## src/hw/rtl/bmsd_pkg.sv

```systemverilog
`timescale 1ns / 1ps
package bmsd_pkg;
    localparam int RecBytes = 40;
    localparam logic [2:0] KIND_VERT  = 3'd0;
    localparam logic [2:0] KIND_FACE  = 3'd1;
    localparam logic [2:0] KIND_LOD   = 3'd2;
    localparam logic [2:0] KIND_DONE  = 3'd3;
    localparam logic [2:0] KIND_EMPTY = 3'd4;
    localparam logic [2:0] KIND_ERR   = 3'd5;

    localparam logic [2:0] PH_HEADER = 3'd0;
    localparam logic [2:0] PH_VERT   = 3'd1;
    localparam logic [2:0] PH_SKIP   = 3'd2;
    localparam logic [2:0] PH_FACE   = 3'd3;
    localparam logic [2:0] PH_LOD    = 3'd4;
    localparam logic [2:0] PH_DRAIN  = 3'd5;

    localparam logic [31:0] FLT_POS_MAX = 32'h7F7FFFFF;
    localparam logic [31:0] FLT_NEG_MAX = 32'hFF7FFFFF;
    localparam int QueueDepth = 4;

    typedef struct packed {
        logic [2:0]  record_kind;
        logic [31:0] word0;
        logic [31:0] word1;
        logic [31:0] word2;
        logic [31:0] word3;
        logic [31:0] word4;
        logic [31:0] word5;
        logic [31:0] word6;
        logic [31:0] word7;
        logic [23:0] tangent_packed;
        logic [31:0] color_rgba;
        logic        last_record;
    } t_rec;

    function automatic logic [15:0] size_word(input logic [1:0] m);
        case (m)
            2'd0: size_word = 16'd12;
            2'd1: size_word = 16'd16;
            2'd2: size_word = 16'd24;
            default: size_word = 16'd32;
        endcase
    endfunction

    function automatic logic [5:0] header_len(input logic [1:0] m);
        case (m)
            2'd0: header_len = 6'd12;
            2'd1: header_len = 6'd16;
            2'd2: header_len = 6'd26;
            default: header_len = 6'd34;
        endcase
    endfunction

    function automatic logic flt_less(input logic [31:0] a, input logic [31:0] b);
        logic [31:0] ka;
        logic [31:0] kb;
        logic        nan;
        nan = (a[30:0] > 31'h7F800000) || (b[30:0] > 31'h7F800000);
        ka = a[31] ? ~a : (a | 32'h80000000);
        kb = b[31] ? ~b : (b | 32'h80000000);
        if (nan || (a[30:0] == 31'd0 && b[30:0] == 31'd0)) begin
            flt_less = 1'b0;
        end else begin
            flt_less = ka < kb;
        end
    endfunction
endpackage

```

## src/hw/rtl/bmsd_queue.sv

```systemverilog
`timescale 1ns / 1ps
// record queue, up to two writes and one read per cycle
module bmsd_queue import bmsd_pkg::*; #(
    parameter int Depth = QueueDepth
) (
    input  logic i_clk,
    input  logic i_rst_n,
    input  logic i_push,
    input  logic i_push2,
    input  t_rec i_rec0,
    input  t_rec i_rec1,
    output logic o_room,
    output logic o_valid,
    output t_rec o_rec,
    input  logic i_pop
);
    localparam int Aw = $clog2(Depth);
    t_rec r_mem [Depth];
    logic [Aw-1:0] r_wp, r_rp;
    logic [Aw:0]   r_cnt;
    logic [Aw:0]   n_cnt;
    logic          pop;

    assign o_valid = r_cnt != '0;
    assign o_rec   = r_mem[r_rp];
    assign pop     = i_pop && o_valid;
    // room for two more words after anything this cycle
    assign o_room  = r_cnt <= (Aw+1)'(Depth - 2);

    always_comb begin
        n_cnt = r_cnt + (Aw+1)'(i_push) + (Aw+1)'(i_push2) - (Aw+1)'(pop);
    end

    always_ff @(posedge i_clk) begin
        if (i_push) r_mem[r_wp] <= i_rec0;
        if (i_push2) r_mem[r_wp + Aw'(1)] <= i_rec1;
        if (!i_rst_n) begin
            r_wp <= '0; r_rp <= '0; r_cnt <= '0;
        end else begin
            r_wp <= r_wp + Aw'(i_push) + Aw'(i_push2);
            r_rp <= r_rp + Aw'(pop);
            r_cnt <= n_cnt;
        end
    end
endmodule

```

## config.mk

```make
export PLATFORM = sky130hd
export DESIGN_NAME = bmsd_queue
export DESIGN_NICKNAME = d
export VERILOG_FILES = /design/src/hw/rtl/bmsd_pkg.sv /design/src/hw/rtl/bmsd_queue.sv
export SDC_FILE = /design/constraint.sdc
export NUM_CORES = 1
export LEC_CHECK = 0
export ABC_CLOCK_PERIOD_IN_PS = 78200
export BUFFER_PORTS_ARGS = -buffer_cell sky130_fd_sc_hd__buf_2
export CORE_AREA = 2 2 374 376
export CTS_CLUSTER_DIAMETER = 40
export DETAILED_ROUTE_END_ITERATION = 10
export DIE_AREA = 0 0 376 378
export HOLD_SLACK_MARGIN = 0.12
export MAX_ROUTING_LAYER = met4
export PLACE_DENSITY = 0.73
export RECOVER_POWER = 25
export SLEW_MARGIN = 20
export SYNTH_ARGS = -nofsm -noshare
export SYNTH_HDL_FRONTEND = slang
export SYNTH_SLANG_ARGS = --single-unit
```

## constraint.sdc

```tcl
create_clock -name i_clk -period 78.2 [get_ports i_clk]
set_input_delay 23.46 -clock i_clk [delete_from_list [all_inputs] [get_ports i_clk]]
set_output_delay 23.46 -clock i_clk [all_outputs]
set_load 0.01 [all_outputs]
```

==> results.cfg, run 1 <==
[placed_design]
gp_congestion = 0.840
portBuffers = 954
dp_slack_ns = 49.72
dp_hpwl_um = 103000

[grt]
grt_pass1_vias = 35500
overflow = 0
grt_use_total_pct = 23.1
grt_pass1_wl_um = 238000
antenna_found_initial = 110
grt_max_degree = 141

[logic_synthesis]
synth-edff-count = 1264
seq_area_frac_synth_pct = 62.3
syn_area_um2 = 61100
synth_fp_nets = 3741
synth_area_leaders = edfxtp_1, mux2_2, mux4_2, buf_4, buf_2
synthDistinctLibCells = 24
yosys_warnings = 0
syn_area_per_cell_um2 = 19.7
yosysTopAreaCell = edfxtp_1
synthFlopType = edfxtp_1
synth_cells = 3098
synthArstFlopShare_pct = 0
ys_ff_latch = 1271
netlist.area_leader.share_pct = 62.1

[clocking]
htreeDepth = 4
cts_setup_buffers = 0
cts_hold_buf = 0
numCtsBuffers = 181
cts_max_path_buffers = 3
root_buffer = clkbuf_16
clkSinkCount = 1271
cts_resized = 0

[floorplanning]
die_y_um = 378
die_w_um = 376
pin_count = 955
start_util_pct = 44.1
fp-row-count = 137

[run_status]
firstError = [ERROR DRT-0255] Maze Route cannot find path of net i_rec0[100] in worker of routeBox ( 338100 0 ) ( 376000 48300 ).
stop_stage = detailed routing
outcome = stopped before the end
==> Yosys cell counts, drive strengths merged, types with 2 or more instances <==
library cell	count
edfxtp	1264
mux2	1264
mux4	316
buf	197
clkbuf	14
and2	8
dfxtp	7
inv	6
fa	3
ha	3
nor2	3
nand3b	2
o21ai	2
xor2	2
==> routing by layer <==
| metal | track usage, % |
|---|---|
| met1 | 27.3 |
| met3 | 7.64 |
| met2 | 36.2 |
| met4 | 10.2 |
| met5 | - |
==> cell families after synthesis <==
| logic type | after synthesis | synth area share (%) |
|---|---|---|
| AO/OA/AOI/OAI | 3 | 0.0287 |
| buffers and inverters | 217 | 2.34 |
| adder cells (fa/ha/maj) | 6 | 0.160 |
| AND/OR/NAND/NOR | 17 | 0.166 |
| XOR/XNOR | 3 | 0.0430 |
| multiplexers | 1581 | 34.9 |
| flip-flops | 1271 | 62.3 |
==> per-stage QoR <==
| step | hold WS [ns] | std cells | cell area, um2 | util, % |
|---|---|---|---|---|
| 2_1_floorplan | 0.552 | 3098 | 61100 | - |
| 3_3_place_gp | 0.680 | 5695 | 67300 | 48.6 |
| 3_5_place_dp | 0.664 | 5695 | 67300 | 48.6 |
| 4_1_cts | 0.690 | 6032 | 73500 | 53.1 |
| 5_1_grt | 0.732 | 6130 | 73600 | 53.2 |
==> inputs of run 2 (changes only) <==
--- a/config.mk
+++ b/config.mk
@@ -7,13 +7,9 @@
 export LEC_CHECK = 0
 export ABC_CLOCK_PERIOD_IN_PS = 78200
 export BUFFER_PORTS_ARGS = -buffer_cell sky130_fd_sc_hd__buf_2
-export CORE_AREA = 2 2 374 376
-export CTS_CLUSTER_DIAMETER = 40
+export CORE_UTILIZATION = 35
 export DETAILED_ROUTE_END_ITERATION = 10
-export DIE_AREA = 0 0 376 378
-export HOLD_SLACK_MARGIN = 0.12
-export MAX_ROUTING_LAYER = met4
-export PLACE_DENSITY = 0.73
+export PLACE_DENSITY_LB_ADDON = 0.15
 export RECOVER_POWER = 25
 export SLEW_MARGIN = 20
 export SYNTH_ARGS = -nofsm -noshare
==> run 2 against run 1 <==
The flow now finishes, with violations (max-capacitance violations, max-slew violations). Synthesized cell count stayed put. Area after synthesis stayed put. Global-route usage is 2.8 points lower.
==> results.cfg, run 2 <==
[grt]
antenna_found_initial = 154
grt_pass1_vias = 35400
grt_use_total_pct = 20.3
overflow = 0
grt_max_degree = 113
grt_pass1_wl_um = 260000

[floorplanning]
start_util_pct = 35.2
die-area_um2 = 176000
die_y_um = 420
pin_count = 955
die_w_um = 420
fp-row-count = 153
coreArea_um2 = 174000

[detailed_routing]
drtAntennaViolNets = 0
drc = 0
routed_wl_um = 184000
drt_iter0_drc = 2062
firstDrtPassIters = 5
avgRoutedWirePerCell_um = 28.1
routed_via_density = 5.21
vias = 34000

[critical_path]
end_kind = flip-flop
critical_path_class = in -> reg
worst-path-buf-inv = 4
start_kind = input port
crit_required_ns = 78.73
startpoint = i_push2
cpPeakStageDelay_ns = 4.96
cp_cell_sequence = clkbuf_1 -> nand3_1 -> clkbuf_1 -> buf_4 -> buf_4 -> mux2_2
worstPathMaxFanout = 92
r2r-start = r_wp[0]
worstPathArrival_ns = 32.70
worst_path_dominant_cell_family = buffers and inverters
worst_path_max_delay_cell = clkbuf_1

[logic_synthesis]
netlist.area_leader.share_pct = 62.1
synth_fp_nets = 3741
synth_commonest_cells = edfxtp_1, mux2_2, mux4_2
ys_ff_latch = 1271
syn_area_per_cell_um2 = 19.7
yosysTopAreaCell = edfxtp_1
synthDistinctLibCells = 24
synth_most_common_cell = edfxtp_1
seq_area_frac_synth_pct = 62.3
synth_area_leaders = edfxtp_1, mux2_2, mux4_2, buf_4, buf_2
synth_cells = 3098
synthFlopType = edfxtp_1
synth-edff-count = 1264
syn_area_um2 = 61100
yosys_warnings = 0
synthArstFlopShare_pct = 0

[cells_and_area]
top_register = r_mem
largest_register_ffs = 1264
final_cell_mix = edfxtp_1, mux2_2, buf_2, mux4_2, clkbuf_16
stdcell_count = 6536
nets = 4688
drive_gt1_share_pct = 65.9
reg_top3 = r_mem x1264, r_cnt x3
final_common_cell = edfxtp_1
synthToLayoutAreaGrowth_pct = 18.9

[timing]
min_period_ns = 32.17
timing.final.max_slew_violations = 933
min_period_over_period_pct = 41.1
max_freq_mhz = 31.1
finClkSkew_ns = 0.0264
rsz0062_at_grt = no
worst_slew_pin_slew_ns = 7.87
timing.final.ws_setup_ns = 46.03
maxSlewHeadroom_pct = -425
hold_slack_ns = 0.711
fin_setup_tns_ns = 0
hold_viol = 0
setup_violations = 0

[power_and_ir_drop]
p_leak_nw = 25.2
power.total_w = 0.00212
sequentialPowerShare_pct = 41.8
power_density_nw_per_um2 = 29.1
clkPwrFrac_pct = 31.9
p_comb_share_pct = 26.3
p_int_w = 0.00150
swShare_pct = 28.9
net-switching-power_w = 0.000610
ir_worst_vdd_v = 0.0000239

[min_path]
worstHoldStart = r_cnt[0]
hold_path.class = reg -> reg

[clocking]
clkSinkCount = 1271
path_clk_slew_ns = 0.06
cts_max_path_buffers = 3
htreeDepth = 4
cts_resized = 0
cts_hold_buf = 0
numCtsBuffers = 151
tritoncts = yes
clk_latency_ns = 0.78
root_buffer = clkbuf_16
cts_setup_buffers = 0

[placed_design]
dp_hpwl_um = 116000
dp_slack_ns = 50.29
dpl.cell_count = 6216
gp_congestion = 0.800
portBuffers = 954

[flow_run]
cap_violations = 16

[run_status]
violations = max-capacitance violations, max-slew violations
outcome = finished with violations
-- run 2: cell counts after synthesis --
Identical to the previous run, type by type.
-- run 2: worst min-delay path: cells and delay by family, from the launching register on --
kind          cells  cell delay [ns]
fa+ha+maj         1             0.18
simple gates      1             0.11
flops             1             0.40
-- run 2: power groups by stage --
| stage | registers, W | logic (W) | clock network (W) |
|---|---|---|---|
| 4_1_cts | 0.000886 | 0.000557 | 0.000693 |
| 3_3_place_gp | 0.000900 | 0.000553 | 0 |
| 2_1_floorplan | 0.000946 | 0.000350 | 0 |
| 5_1_grt | 0.000891 | 0.000591 | 0.000716 |
| 3_5_place_dp | 0.000900 | 0.000555 | 0 |
| 6_report | 0.000884 | 0.000556 | 0.000675 |
-- run 2: cell type report --
cell class | instances | area (um2)
fillers | 15800 | 101000
repair buffers | 1005 | 5240
flip-flops and latches | 1271 | 38100
well taps | 2325 | 2910
multi-input cells | 1610 | 21600
inverters | 6 | 22.5
diodes | 53 | 133
clock inverters | 72 | 593
clock buffers | 194 | 4050
-- run 2: cells by family (layout without fill, tap and decap cells) --
| group | after synthesis | count (layout) | synth area share (%) |
|---|---|---|---|
| buffers and inverters | 217 | 1277 | 2.34 |
| XOR/XNOR | 3 | 3 | 0.0430 |
| other | 0 | 53 | 0 |
| AO/OA/AOI/OAI | 3 | 3 | 0.0287 |
| multiplexers | 1581 | 1581 | 34.9 |
| flip-flops | 1271 | 1271 | 62.3 |
| adder cells (fa/ha/maj) | 6 | 6 | 0.160 |
| AND/OR/NAND/NOR | 17 | 17 | 0.166 |
-- run 2: per-layer routing --
metal  track usage (%)  routed length [um]  part of all wire [%]  vias to the layer above
met4              8.10                6740                   3.7                       84
met5                 0                 540                  0.29                        -
met2              33.7               91900                    50                     1050
met3              6.02               12100                   6.6                      465
li1                  -                   -                     -                    14800
met1              24.6               72500                    39                    17600
-- run 2: final timing paths --
check	depth (start not counted)	end	slack [ns]
worst max register to register	5	r_mem[0][115]	68.39
worst max-delay path	6	r_mem[0][115]	46.03
worst min-delay path	2	r_cnt[0]	0.71
worst min register to register	2	r_cnt[0]	0.71
-- run 2: metrics by stage --
stage	utilization [%]	instance area (um2)
after CTS	41.8	72600
after global placement	39.2	68000
after global routing	41.8	72600
final	41.9	72700
after floorplan	-	61100
after detailed placement	39.2	68000
No activity file was read; power rests on OpenSTA's default activity.
